--- config.mk ---
export PLATFORM = sky130hd
export DESIGN_NAME = source_byte_tokenizer
export DESIGN_NICKNAME = d
export VERILOG_FILES = /design/src/sv/stb_pkg.sv /design/src/sv/stb_scan.sv /design/src/sv/stb_runbuf.sv /design/src/sv/source_byte_tokenizer.sv
export SDC_FILE = /design/constraint.sdc
export NUM_CORES = 1
export LEC_CHECK = 0
export ABC_CLOCK_PERIOD_IN_PS = 3700
export BUFFER_PORTS_ARGS = -buffer_cell sky130_fd_sc_hd__buf_2
export CAP_MARGIN = 10
export CORE_AREA = 2 2 174 244
export DETAILED_ROUTE_END_ITERATION = 8
export DIE_AREA = 0 0 176 246
export SKIP_CTS_REPAIR_TIMING = 1
export SYNTH_ARGS = -nofsm -noshare
export SYNTH_HDL_FRONTEND = slang
export SYNTH_SLANG_ARGS = --single-unit
--- constraint.sdc ---
create_clock -name clk -period 3.7 [get_ports clk]
set_input_delay 0.555 -clock clk [delete_from_list [all_inputs] [get_ports clk]]
set_output_delay 0.555 -clock clk [all_outputs]
set_load 0.01 [all_outputs]
--- src/sv/stb_pkg.sv ---
// ----------------------------------------------------------------------------
// stb_pkg
// Shared types, codes and character classes for the source byte tokenizer.
// ----------------------------------------------------------------------------
package stb_pkg;

  localparam int CH_W      = 8;
  localparam int KIND_W    = 4;
  localparam int SPAN_W    = 16;
  localparam int RUN_MAX   = 3;
  localparam int RUN_CNT_W = 2;
  localparam int ASCII_N   = 128;

  // scanner modes, one-hot
  typedef enum logic [6:0] {
    M_IDLE    = 7'b0000001,
    M_IDENT   = 7'b0000010,
    M_STRING  = 7'b0000100,
    M_SLASH   = 7'b0001000,
    M_COMMENT = 7'b0010000,
    M_HALTED  = 7'b0100000,
    M_DONE    = 7'b1000000
  } mode_t;

  // token kinds
  localparam logic [KIND_W-1:0] K_IDENT     = 4'd0;
  localparam logic [KIND_W-1:0] K_COLON     = 4'd1;
  localparam logic [KIND_W-1:0] K_COMMA     = 4'd2;
  localparam logic [KIND_W-1:0] K_EQUAL     = 4'd3;
  localparam logic [KIND_W-1:0] K_LBRACE    = 4'd4;
  localparam logic [KIND_W-1:0] K_LPAREN    = 4'd5;
  localparam logic [KIND_W-1:0] K_RBRACE    = 4'd6;
  localparam logic [KIND_W-1:0] K_RPAREN    = 4'd7;
  localparam logic [KIND_W-1:0] K_SEMICOLON = 4'd8;
  localparam logic [KIND_W-1:0] K_STRLIT    = 4'd9;
  localparam logic [KIND_W-1:0] K_EOF       = 4'd10;
  localparam logic [KIND_W-1:0] K_BAD       = 4'd11;
  localparam logic [KIND_W-1:0] K_UNTERM    = 4'd12;
  localparam logic [KIND_W-1:0] K_NOTE      = 4'd13;

  // characters
  localparam logic [CH_W-1:0] CH_NUL    = 8'h00;
  localparam logic [CH_W-1:0] CH_TAB    = 8'h09;
  localparam logic [CH_W-1:0] CH_LF     = 8'h0A;
  localparam logic [CH_W-1:0] CH_CR     = 8'h0D;
  localparam logic [CH_W-1:0] CH_SPACE  = 8'h20;
  localparam logic [CH_W-1:0] CH_QUOTE  = 8'h22;
  localparam logic [CH_W-1:0] CH_SLASH  = 8'h2F;
  localparam logic [CH_W-1:0] CH_BSLASH = 8'h5C;
  localparam logic [CH_W-1:0] CH_USCORE = 8'h5F;

  typedef struct packed {
    logic [KIND_W-1:0] kind;
    logic [SPAN_W-1:0] span_start;
    logic [SPAN_W-1:0] span_end;
    logic [SPAN_W-1:0] literal_length;
    logic [SPAN_W-1:0] literal_number;
  } result_t;

  function automatic logic is_letter(input logic [CH_W-1:0] c);
    return (c >= 8'h61 && c <= 8'h7A) || (c >= 8'h41 && c <= 8'h5A) || c == CH_USCORE;
  endfunction

  function automatic logic is_digit(input logic [CH_W-1:0] c);
    return c >= 8'h30 && c <= 8'h39;
  endfunction

  function automatic logic is_space(input logic [CH_W-1:0] c);
    return c == CH_SPACE || c == CH_TAB || c == CH_CR || c == CH_LF;
  endfunction

  // punctuation kind, K_IDENT when the byte is no punctuation mark
  function automatic logic [KIND_W-1:0] punct_kind(input logic [CH_W-1:0] c);
    logic [KIND_W-1:0] k;
    unique case (c)
      8'h3A:   k = K_COLON;
      8'h2C:   k = K_COMMA;
      8'h3D:   k = K_EQUAL;
      8'h7B:   k = K_LBRACE;
      8'h28:   k = K_LPAREN;
      8'h7D:   k = K_RBRACE;
      8'h29:   k = K_RPAREN;
      8'h3B:   k = K_SEMICOLON;
      default: k = K_IDENT;
    endcase
    return k;
  endfunction

endpackage

--- src/sv/stb_scan.sv ---
// ----------------------------------------------------------------------------
// stb_scan
// Scanner state and single-pass decode of one source byte into a run of up
// to three results.
// ----------------------------------------------------------------------------
module stb_scan #(
  parameter int POS_BITS = 16
) (
  input  logic                                   clk,
  input  logic                                   rst_n,
  input  logic                                   step,
  input  logic [stb_pkg::CH_W-1:0]               ch,
  output stb_pkg::result_t                       run [stb_pkg::RUN_MAX],
  output logic [stb_pkg::RUN_CNT_W-1:0]          run_cnt
);
  import stb_pkg::*;

  mode_t                 mode_r, mode_nxt;
  logic [POS_BITS-1:0]   pos_r, pos_nxt;
  logic [POS_BITS-1:0]   tb_r, tb_nxt;
  logic [SPAN_W-1:0]     slen_r, slen_nxt;
  logic [SPAN_W-1:0]     lnum_r, lnum_nxt;
  logic [ASCII_N-1:0]    seen_r, seen_nxt;
  logic                  any_bad_r, any_bad_nxt;

  logic [POS_BITS-1:0]   pos_inc, tb_inc;
  logic [KIND_W-1:0]     pk;
  logic [6:0]            ch_idx;
  logic                  tail, end_line, bad_class;
  logic                  do_idle, pre_v, a_v, b_v;
  result_t               pre, a, b;

  function automatic result_t mk(input logic [KIND_W-1:0] k,
                                 input logic [POS_BITS-1:0] s,
                                 input logic [POS_BITS-1:0] e,
                                 input logic [SPAN_W-1:0] len,
                                 input logic [SPAN_W-1:0] num);
    result_t r;
    r.kind           = k;
    r.span_start     = SPAN_W'(s);
    r.span_end       = SPAN_W'(e);
    r.literal_length = len;
    r.literal_number = num;
    return r;
  endfunction

  assign pos_inc   = pos_r + 1'b1;
  assign tb_inc    = tb_r + 1'b1;
  assign pk        = punct_kind(ch);
  assign ch_idx    = ch[6:0];
  assign tail      = is_letter(ch) || is_digit(ch);
  assign end_line  = (ch == CH_LF) || (ch == CH_NUL);
  assign bad_class = !ch[7] && ch != CH_NUL && !is_letter(ch) && pk == K_IDENT &&
                     ch != CH_QUOTE && ch != CH_SLASH && !is_space(ch);

  always_comb begin
    mode_nxt    = mode_r;
    pos_nxt     = pos_r;
    tb_nxt      = tb_r;
    slen_nxt    = slen_r;
    lnum_nxt    = lnum_r;
    seen_nxt    = seen_r;
    any_bad_nxt = any_bad_r;
    do_idle     = 1'b0;
    pre_v       = 1'b0;
    a_v         = 1'b0;
    b_v         = 1'b0;
    pre         = '0;
    a           = '0;
    b           = '0;

    unique case (mode_r)
      M_IDENT: begin
        if (tail) begin
          pos_nxt = pos_inc;
        end else begin
          pre_v   = 1'b1;
          pre     = mk(K_IDENT, tb_r, pos_r, '0, '0);
          do_idle = 1'b1;
        end
      end
      M_SLASH: begin
        if (ch == CH_SLASH) begin
          mode_nxt = M_COMMENT;
          pos_nxt  = pos_inc;
        end else begin
          // lone slash is a bad character at its own offset
          if (!seen_r[CH_SLASH[6:0]]) begin
            pre_v                  = 1'b1;
            pre                    = mk(K_BAD, tb_r, tb_inc, '0, '0);
            seen_nxt[CH_SLASH[6:0]] = 1'b1;
            any_bad_nxt            = 1'b1;
          end
          do_idle = 1'b1;
        end
      end
      M_COMMENT: begin
        if (end_line) begin
          do_idle = 1'b1;
        end else begin
          pos_nxt = pos_inc;
        end
      end
      M_STRING: begin
        if (ch == CH_QUOTE) begin
          a_v      = 1'b1;
          a        = mk(K_STRLIT, tb_r, pos_inc, slen_r, lnum_r);
          lnum_nxt = lnum_r + 1'b1;
          mode_nxt = M_IDLE;
          pos_nxt  = pos_inc;
        end else if (end_line) begin
          a_v      = 1'b1;
          a        = mk(K_UNTERM, tb_r, pos_r, '0, '0);
          mode_nxt = M_HALTED;
        end else begin
          if (ch != CH_BSLASH) begin
            slen_nxt = slen_r + 1'b1;
          end
          pos_nxt = pos_inc;
        end
      end
      M_IDLE: begin
        do_idle = 1'b1;
      end
      M_HALTED, M_DONE: begin
      end
      default: begin
      end
    endcase

    if (do_idle) begin
      mode_nxt = M_IDLE;
      pos_nxt  = pos_inc;
      priority if (is_letter(ch)) begin
        mode_nxt = M_IDENT;
        tb_nxt   = pos_r;
      end else if (pk != K_IDENT) begin
        a_v = 1'b1;
        a   = mk(pk, pos_r, pos_inc, '0, '0);
      end else if (ch == CH_QUOTE) begin
        mode_nxt = M_STRING;
        tb_nxt   = pos_r;
        slen_nxt = '0;
      end else if (ch == CH_SLASH) begin
        mode_nxt = M_SLASH;
        tb_nxt   = pos_r;
      end else if (is_space(ch)) begin
      end else if (ch == CH_NUL) begin
        a_v      = 1'b1;
        a        = mk(K_EOF, pos_r, pos_inc, '0, '0);
        b_v      = any_bad_nxt;
        b        = mk(K_NOTE, '0, '0, '0, '0);
        mode_nxt = M_DONE;
      end else if (bad_class) begin
        if (!seen_r[ch_idx]) begin
          a_v              = 1'b1;
          a                = mk(K_BAD, pos_r, pos_inc, '0, '0);
          seen_nxt[ch_idx] = 1'b1;
          any_bad_nxt      = 1'b1;
        end
      end else begin
        // high bytes are dropped
      end
    end
  end

  // pack the run in order: leading result, then the idle-scan results
  always_comb begin
    run[0]  = '0;
    run[1]  = '0;
    run[2]  = '0;
    run_cnt = RUN_CNT_W'({1'b0, pre_v} + {1'b0, a_v} + {1'b0, b_v});
    if (pre_v) begin
      run[0] = pre;
      run[1] = a;
      run[2] = b;
    end else if (a_v) begin
      run[0] = a;
      run[1] = b;
    end
  end

  always_ff @(posedge clk) begin
    if (!rst_n) begin
      mode_r    <= M_IDLE;
      pos_r     <= '0;
      tb_r      <= '0;
      slen_r    <= '0;
      lnum_r    <= '0;
      seen_r    <= '0;
      any_bad_r <= 1'b0;
    end else if (step) begin
      mode_r    <= mode_nxt;
      pos_r     <= pos_nxt;
      tb_r      <= tb_nxt;
      slen_r    <= slen_nxt;
      lnum_r    <= lnum_nxt;
      seen_r    <= seen_nxt;
      any_bad_r <= any_bad_nxt;
    end
  end

  // once finished the scanner stays finished
  a_done_sticky: assert property (@(posedge clk) disable iff (!rst_n)
    mode_r == M_DONE |=> mode_r == M_DONE)
    else $error("scanner left done mode");

  // a three-result run always ends in the note
  a_three_note: assert property (@(posedge clk) disable iff (!rst_n)
    step && run_cnt == 2'd3 |-> run[2].kind == K_NOTE)
    else $error("three-result run without trailing note");

  // the bad flag only rises on a step that reported something
  a_bad_reported: assert property (@(posedge clk) disable iff (!rst_n)
    $rose(any_bad_r) |-> $past(step && run_cnt != '0))
    else $error("bad flag set without a report");

endmodule

--- src/sv/stb_runbuf.sv ---
// ----------------------------------------------------------------------------
// stb_runbuf
// Result register holding the run of one item and draining it one result
// per cycle toward the output channel while out_stall is low.
// ----------------------------------------------------------------------------
module stb_runbuf (
  input  logic                              clk,
  input  logic                              rst_n,
  input  logic                              in_valid,
  input  logic                              out_stall,
  input  stb_pkg::result_t                  run [stb_pkg::RUN_MAX],
  input  logic [stb_pkg::RUN_CNT_W-1:0]     run_cnt,
  output logic                              load,
  output logic                              can_load,
  output logic                              out_valid,
  output stb_pkg::result_t                  out_res,
  output logic                              out_last
);
  import stb_pkg::*;

  result_t                slot_r [RUN_MAX];
  logic [RUN_CNT_W-1:0]   cnt_r, cnt_nxt;
  logic                   pop;

  assign out_valid = cnt_r != '0;
  assign out_res   = slot_r[0];
  assign out_last  = cnt_r == RUN_CNT_W'(1);
  assign pop       = out_valid && !out_stall;
  // take a new item once the buffer empties in this cycle
  assign can_load  = (cnt_r == '0) || (cnt_r == RUN_CNT_W'(1) && !out_stall);
  assign load      = in_valid && can_load;

  always_comb begin
    cnt_nxt = cnt_r;
    if (load) begin
      cnt_nxt = run_cnt;
    end else if (pop) begin
      cnt_nxt = cnt_r - 1'b1;
    end
  end

  always_ff @(posedge clk) begin
    if (!rst_n) begin
      cnt_r <= '0;
    end else begin
      cnt_r <= cnt_nxt;
    end
  end

  always_ff @(posedge clk) begin
    if (load) begin
      slot_r[0] <= run[0];
      slot_r[1] <= run[1];
      slot_r[2] <= run[2];
    end else if (pop) begin
      slot_r[0] <= slot_r[1];
      slot_r[1] <= slot_r[2];
    end
  end

  // a new run never overwrites results still waiting
  a_no_overwrite: assert property (@(posedge clk) disable iff (!rst_n)
    load |-> (cnt_r == '0) || (cnt_r == RUN_CNT_W'(1) && pop))
    else $error("run loaded over pending results");

  // a pop without a load drops exactly one result
  a_pop_one: assert property (@(posedge clk) disable iff (!rst_n)
    pop && !load |=> cnt_r == $past(cnt_r) - 1'b1)
    else $error("drain count slip");

  // count never exceeds the longest run
  a_cnt_range: assert property (@(posedge clk) disable iff (!rst_n)
    cnt_r <= RUN_CNT_W'(RUN_MAX))
    else $error("result count out of range");

endmodule

--- src/sv/source_byte_tokenizer.sv ---
// ----------------------------------------------------------------------------
// source_byte_tokenizer
// Byte-serial tokenizer: identifiers, punctuation, string literals, errors.
// ----------------------------------------------------------------------------
// usage:
//   in_ch takes one source byte per item at successive offsets; 0 ends the
//   source. each item gives a run of zero to three results on the out_
//   channel, the final one of a run flagged by out_last_of_run.
// latency: the results of an item are presented from the cycle after it is
//   accepted, one result per cycle while out_stall is low.
// throughput: one item per cycle while runs hold at most one result and
//   out_stall is low; an item with a longer run holds the input until the
//   single result register is passing on the last result of the run.
// stall: while out_stall is high the waiting result holds; in_stall rises
//   once the pending run cannot drain in the current cycle.
// reset: rst_n clears the scanner to idle, the position and literal counters
//   to zero and the bad-character table directly; no clearing pass.
// after an end of source or an unterminated string the block accepts items
//   and gives no more results until reset.
// ----------------------------------------------------------------------------
module source_byte_tokenizer #(
  parameter int POS_BITS = 16
) (
  input  logic                          clk,
  input  logic                          rst_n,
  input  logic                          in_valid,
  output logic                          in_stall,
  input  logic [stb_pkg::CH_W-1:0]      in_ch,
  output logic                          out_valid,
  input  logic                          out_stall,
  output logic [stb_pkg::KIND_W-1:0]    out_tok_kind,
  output logic [stb_pkg::SPAN_W-1:0]    out_span_start,
  output logic [stb_pkg::SPAN_W-1:0]    out_span_end,
  output logic [stb_pkg::SPAN_W-1:0]    out_literal_length,
  output logic [stb_pkg::SPAN_W-1:0]    out_literal_number,
  output logic                          out_last_of_run
);
  import stb_pkg::*;

  result_t                run [RUN_MAX];
  logic [RUN_CNT_W-1:0]   run_cnt;
  logic                   load, can_load;
  result_t                out_res;

  stb_scan #(
    .POS_BITS (POS_BITS)
  ) u_scan (
    .clk     (clk),
    .rst_n   (rst_n),
    .step    (load),
    .ch      (in_ch),
    .run     (run),
    .run_cnt (run_cnt)
  );

  stb_runbuf u_runbuf (
    .clk       (clk),
    .rst_n     (rst_n),
    .in_valid  (in_valid),
    .out_stall (out_stall),
    .run       (run),
    .run_cnt   (run_cnt),
    .load      (load),
    .can_load  (can_load),
    .out_valid (out_valid),
    .out_res   (out_res),
    .out_last  (out_last_of_run)
  );

  assign in_stall           = !can_load;
  assign out_tok_kind       = out_res.kind;
  assign out_span_start     = out_res.span_start;
  assign out_span_end       = out_res.span_end;
  assign out_literal_length = out_res.literal_length;
  assign out_literal_number = out_res.literal_number;

endmodule
* Word-level counts from Yosys, hierarchy flattened
Memory sizes are Yosys's and may differ from the RTL's. Index checks and enable logic that the tools add are counted.
Cells by class: $lt $le $gt $ge 8, reductions and logical operators 41, mux-type cells 117, equal/unequal tests 28, bitwise operators 10, add/sub/neg operators 7
Operator list (number):
- $mux 68 | 24
- $mux 48 | 9
- $mux 136 | 2
- $mux 16 | 17
- $pmux 68 s2 | 1
- $or 128x128->128 | 1
- $eq 8x6->1 const B | 9
- $mux 7 | 10
- $add 16x1->16 const B | 4
- $mux 64 | 1
- $pmux 16 s4 | 1
- $mux 1 | 44
- $pmux 4 s8 | 1
- $eq 8x4->1 const B | 3
- $eq 8x7->1 const B | 3
- $ge 8x7->1 const B | 2
- $le 8x7->1 const B | 2
- $ne 8x6->1 const B | 2
- $pmux 7 s2 | 1
- $logic_and 1x1->1 | 13
- $reduce_and 4->1 | 3
- $reduce_and 10->1 | 1
- $ge 8x6->1 const B | 1
- $le 8x6->1 const B | 1
- 33 further kinds | 55
Storage, ports and cells: register bits 202, memories kept 1, word-level logic and storage cells 221, input bits 12, RAM bits 204
Memories:
- u_runbuf.slot_r | depth 3, width 68, read ports 3, clocked after Yosys merged registers in 0, wr ports 3, RTL line stb_runbuf.sv:21 | result_t slot_r [RUN_MAX];

* Logic depth before layout (Yosys ltp)
depth after elaboration 21, mapped depth 16, gate-level depth less buffers 11

* Modules after synthesis
From an unflattened synthesis, not the netlist that was laid out.
Second synthesis, totals: cells, all modules 1838, area, all modules 20074.3 um2
By module, submodules not included:
- stb_scan | cells an instance 1390, sequential area each 4003.8 um2, times used 1, area an instance 11372.2 um2
- stb_runbuf | cells an instance 447, sequential area each 6165.9 um2, times used 1, area an instance 8698.3 um2
- source_byte_tokenizer | cells an instance 1, sequential area each 0.0 um2, times used 1, area an instance 3.8 um2

* Worst setup path after synthesis
No wires, ideal clock.
path type register to register, start point register u_runbuf.cnt_r[0], end point register u_runbuf.cnt_r[1], required time 3.562 ns, arrival time 3.935 ns, cell stages (with the launch flop) 9, path slack -0.374 ns, cell sequence dfxtp_1 > inv_1 > ha_1 > nor2_1 > a21oi_1 > inv_1 > nand2_1 > o221ai_1 > a21oi_1
Between the ends: cells in the longest elaborated chain, start to end 5, elaborated cells between the ends (all ways) 11, classes of those cells add/sub (1); eq/ne (1); mux (2); reduce/logical (7)
Ends and longest elaborated chain:
- from (decl) | RTL line stb_runbuf.sv:22 | logic [RUN_CNT_W-1:0] cnt_r, cnt_nxt;
- from (signal assigned) | RTL line stb_runbuf.sv:46 | cnt_r <= cnt_nxt;
- parallel branches: the longest is 5 deep, another holds $sub 2x1->2
Several ways; the timed one is not identified. The select of a mux whose other input is x is not followed. A chain may end at the register's enable or synchronous reset.

==> results.py <==
metrics = {
    "status": {
        "outcome": "finished, final reports clean",
    },
    "worst_setup_path": {
        "start_kind": "primary input",
        "crit_type": "in -> reg",
        "crit_required_ns": 4.07,
        "ff2ff_setup_slack_ns": 0.61,
        "arrival_ns": 3.64,
        "path_max_fanout": 15,
        "end_kind": "register",
    },
    "route": {
        "ant_nets": 0,
        "top_layer": "met5",
        "dr_wl_met2_um": 21560,
        "wl_per_cell_um": 18.58,
        "viasPerCell": 5.398,
        "dr_wl_met3_um": 1889,
        "drt-initial-drc-count": 943,
        "drc": 0,
        "vias": 12150,
        "dr.pass1.iters": 6,
        "met1_length_um": 16810,
        "postRouteWirelength_um": 41810,
    },
    "placement": {
        "post-place-ws_ns": -0.05337,
        "place_inst": 2188,
        "io_buffers": 82,
        "gp_congestion": 0.8892,
        "dpl.hpwl_um": 28900,
    },
    "finish": {
        "seq_area_sq_um": 8158,
        "antenna_cells": 0,
        "drive_gt1_share_pct": 16.36,
        "syn_to_final_growth_pct": 12.48,
        "nNetsFinal": 1705,
        "stdcell_count": 2251,
        "multiInputGateArea_sq_um": 6982,
        "fillCellCount": 3918,
    },
    "logic_synthesis": {
        "synth_area_sq_um": 16270,
        "seq_area_frac_synth_pct": 50.15,
        "syn_area_per_cell_sq_um": 10.03,
        "synth_flop_cell": "dfxtp_1",
        "yosysWarningCount": 0,
        "synthCells": 1621,
        "synth_edf_count": 137,
        "async_flop_share_pct": 0,
        "synth_seq_cells": 339,
        "synth_cell_types": 98,
    },
    "cts": {
        "clk_pin_slew_ns": 0.06,
        "cts_root_buf": "clkbuf_16",
        "htreeDepth": 2,
        "cts_buffers": 35,
        "clockBufferDepth": 3,
        "insertion_delay_ns": 0.53,
        "numClockSinks": 339,
        "cts_tree": "done",
    },
    "sta": {
        "setup_violations": 0,
        "fin_crit_sh_pct": 88.31,
        "slew-limit-headroom_pct": 47.50,
        "fmax_ghz": 0.3060,
        "period_needed_ns": 3.267,
        "holdWs_ns": 0.4494,
        "tightest_slew_ns": 0.7793,
        "rsz0062_at_grt": "false",
        "hold_viol": 0,
        "finalClockSkew_ns": 0.02363,
        "final.setup.worst_slack_ns": 0.4325,
        "slew_violations": 0,
    },
    "global_route": {
        "antenna_found_initial": 1,
        "overflow": 0,
        "grt_pass1_wl_um": 66340,
        "grt_max_degree": 71,
        "grt_usage_pct": 19.31,
        "grt_pass1_vias": 11838,
    },
    "pwr": {
        "ir_drop_mv": 0.3048,
        "powerDensity_nw_per_um2": 595.0,
        "leakagePower_nw": 6.951,
    },
    "floorplanning": {
        "fp.dieH_um": 246,
        "core_area_sq_um": 41070,
        "io_pins": 83,
        "start_util_pct": 39.61,
        "row_count": 88,
        "die_x_um": 176,
        "fp.dieArea_sq_um": 43300,
    },
    "min_path": {
        "min_path_type": "reg -> reg",
    },
    "job": {
        "drv_cap": 0,
    },
}
==> logic make-up after synthesis <==
kind of cell / synth area share [%]
compound gates: 12.38
xor+xnor: 3.015
fa+ha+maj: 0.6154
buf+inv: 7.700
flops: 50.15
mux: 5.715
other cells: 0.02305
simple gates: 20.39
==> routing by layer <==
metal	vias up	GRT usage, %
met5	-	0
met4	2	7.900
met3	92	3.148
met2	334	34.87
met1	5890	22.67
li1	5832	-
==> power breakdown <==
| group | switching, W | internal (W) | total [W] |
|---|---|---|---|
| Sequential | 0.000234 | 0.00469 | 0.00493 |
| Combinational | 0.00153 | 0.000831 | 0.00236 |
| Clock | 0.00146 | 0.00214 | 0.00360 |
| Total | 0.00323 | 0.00766 | 0.0109 |
==> synthesized netlist by cell type, types with 10 or more instances <==
| cell type | count | area (sq um) |
|---|---|---|
| edfxtp_1 | 137 | 4114 |
| nor3_1 | 22 | 110.1 |
| inv_1 | 19 | 71.32 |
| and2_1 | 79 | 494.2 |
| mux2i_1 | 45 | 450.4 |
| nand2b_1 | 12 | 75.07 |
| buf_4 | 76 | 570.6 |
| buf_6 | 21 | 236.5 |
| a22oi_1 | 17 | 127.6 |
| a22o_1 | 16 | 140.1 |
| nand2_1 | 236 | 885.9 |
| xor2_1 | 32 | 280.3 |
| a21oi_1 | 63 | 315.3 |
| nor2b_1 | 10 | 62.56 |
| buf_2 | 13 | 65.06 |
| a221oi_1 | 12 | 105.1 |
| nand4_1 | 23 | 143.9 |
| and3_1 | 18 | 112.6 |
| dfxtp_1 | 202 | 4044 |
| mux4_2 | 11 | 247.7 |
| nor2_1 | 120 | 450.4 |
| a21o_1 | 15 | 112.6 |
| nand3_1 | 76 | 380.4 |
| clkbuf_1 | 51 | 191.4 |
| o21ai_0 | 87 | 435.4 |
| xnor2_1 | 24 | 210.2 |
==> flip-flops by register name, indices dropped and copies added, names as in the netlist <==
name	cells
u_runbuf.slot_r	137
u_scan.seen_r	128
u_scan.lnum_r	16
u_scan.pos_r	16
u_scan.slen_r	16
u_scan.tb_r	16
u_scan.mode_r	7
u_runbuf.cnt_r	2
u_scan.any_bad_r	1
==> worst max-delay path, cell delays in order <==
cell and delay [ns]:
buf_4 0.28, buf_4 0.25, mux4_2 0.53, a32oi_1 0.23, nor2_1 0.08, nor4b_2 0.32
nand4_1 0.32, nand3b_1 0.19, buf_4 0.19, nand2_4 0.07, o32a_1 0.36, a211oi_2 0.22
==> cells in the final DEF (no fill, tap or decap), types with 9 or more instances in the layout <==
master,count
conb_1,32
nor2b_1,10
nor2_1,119
xor2_1,32
nand3_1,76
nor3_1,21
a22o_1,16
mux4_2,11
edfxtp_1,137
a22oi_1,17
o21ai_0,87
buf_4,77
buf_2,80
and2_1,79
a21oi_1,63
dfxtp_1,202
and3_1,18
a221oi_1,12
mux2i_1,45
buf_12,12
inv_1,17
clkbuf_16,37
nand4_1,23
a31oi_1,9
nand2_1,235
a21o_1,15
clkbuf_1,11
xnor2_1,24
nand2b_1,12
==> area by class of cell <==
type / count / share of cell area [%]
Multi-Input combinational cell: 1117 / 38.16
Inverter: 23 / 0.4924
Timing Repair Buffer: 169 / 6.661
Sequential cell: 339 / 44.59
Clock inverter: 11 / 0.8138
Clock buffer: 52 / 5.587
Tap cell: 540 / 3.693
==> per-stage QoR <==
| stage | TNS, ns | instance area, sq um | utilization [%] | power [W] |
|---|---|---|---|---|
| finish | 0 | 18300 | 44.55 | 0.01089 |
| global route | 0 | 18300 | 44.55 | 0.01138 |
| CTS | 0 | 18300 | 44.55 | 0.01101 |
| detailed placement | -0.07807 | 17120 | 41.70 | 0.007396 |
| global placement | 0 | 17120 | 41.70 | 0.007361 |
| floorplan | 0 | 16390 | - | 0.006796 |
==> worst paths after layout <==
path	cells past startpoint	from	to
worst min register to register	2	u_scan.seen_r[45]	u_scan.seen_r[45]
worst max-delay path	12	in_ch[0]	u_runbuf.slot_r[0][46]
worst max register to register	10	u_scan.seen_r[127]	u_runbuf.slot_r[0][46]
worst min-delay path	2	u_scan.seen_r[45]	u_scan.seen_r[45]
Note: power is estimated with default switching activity, not from simulation.
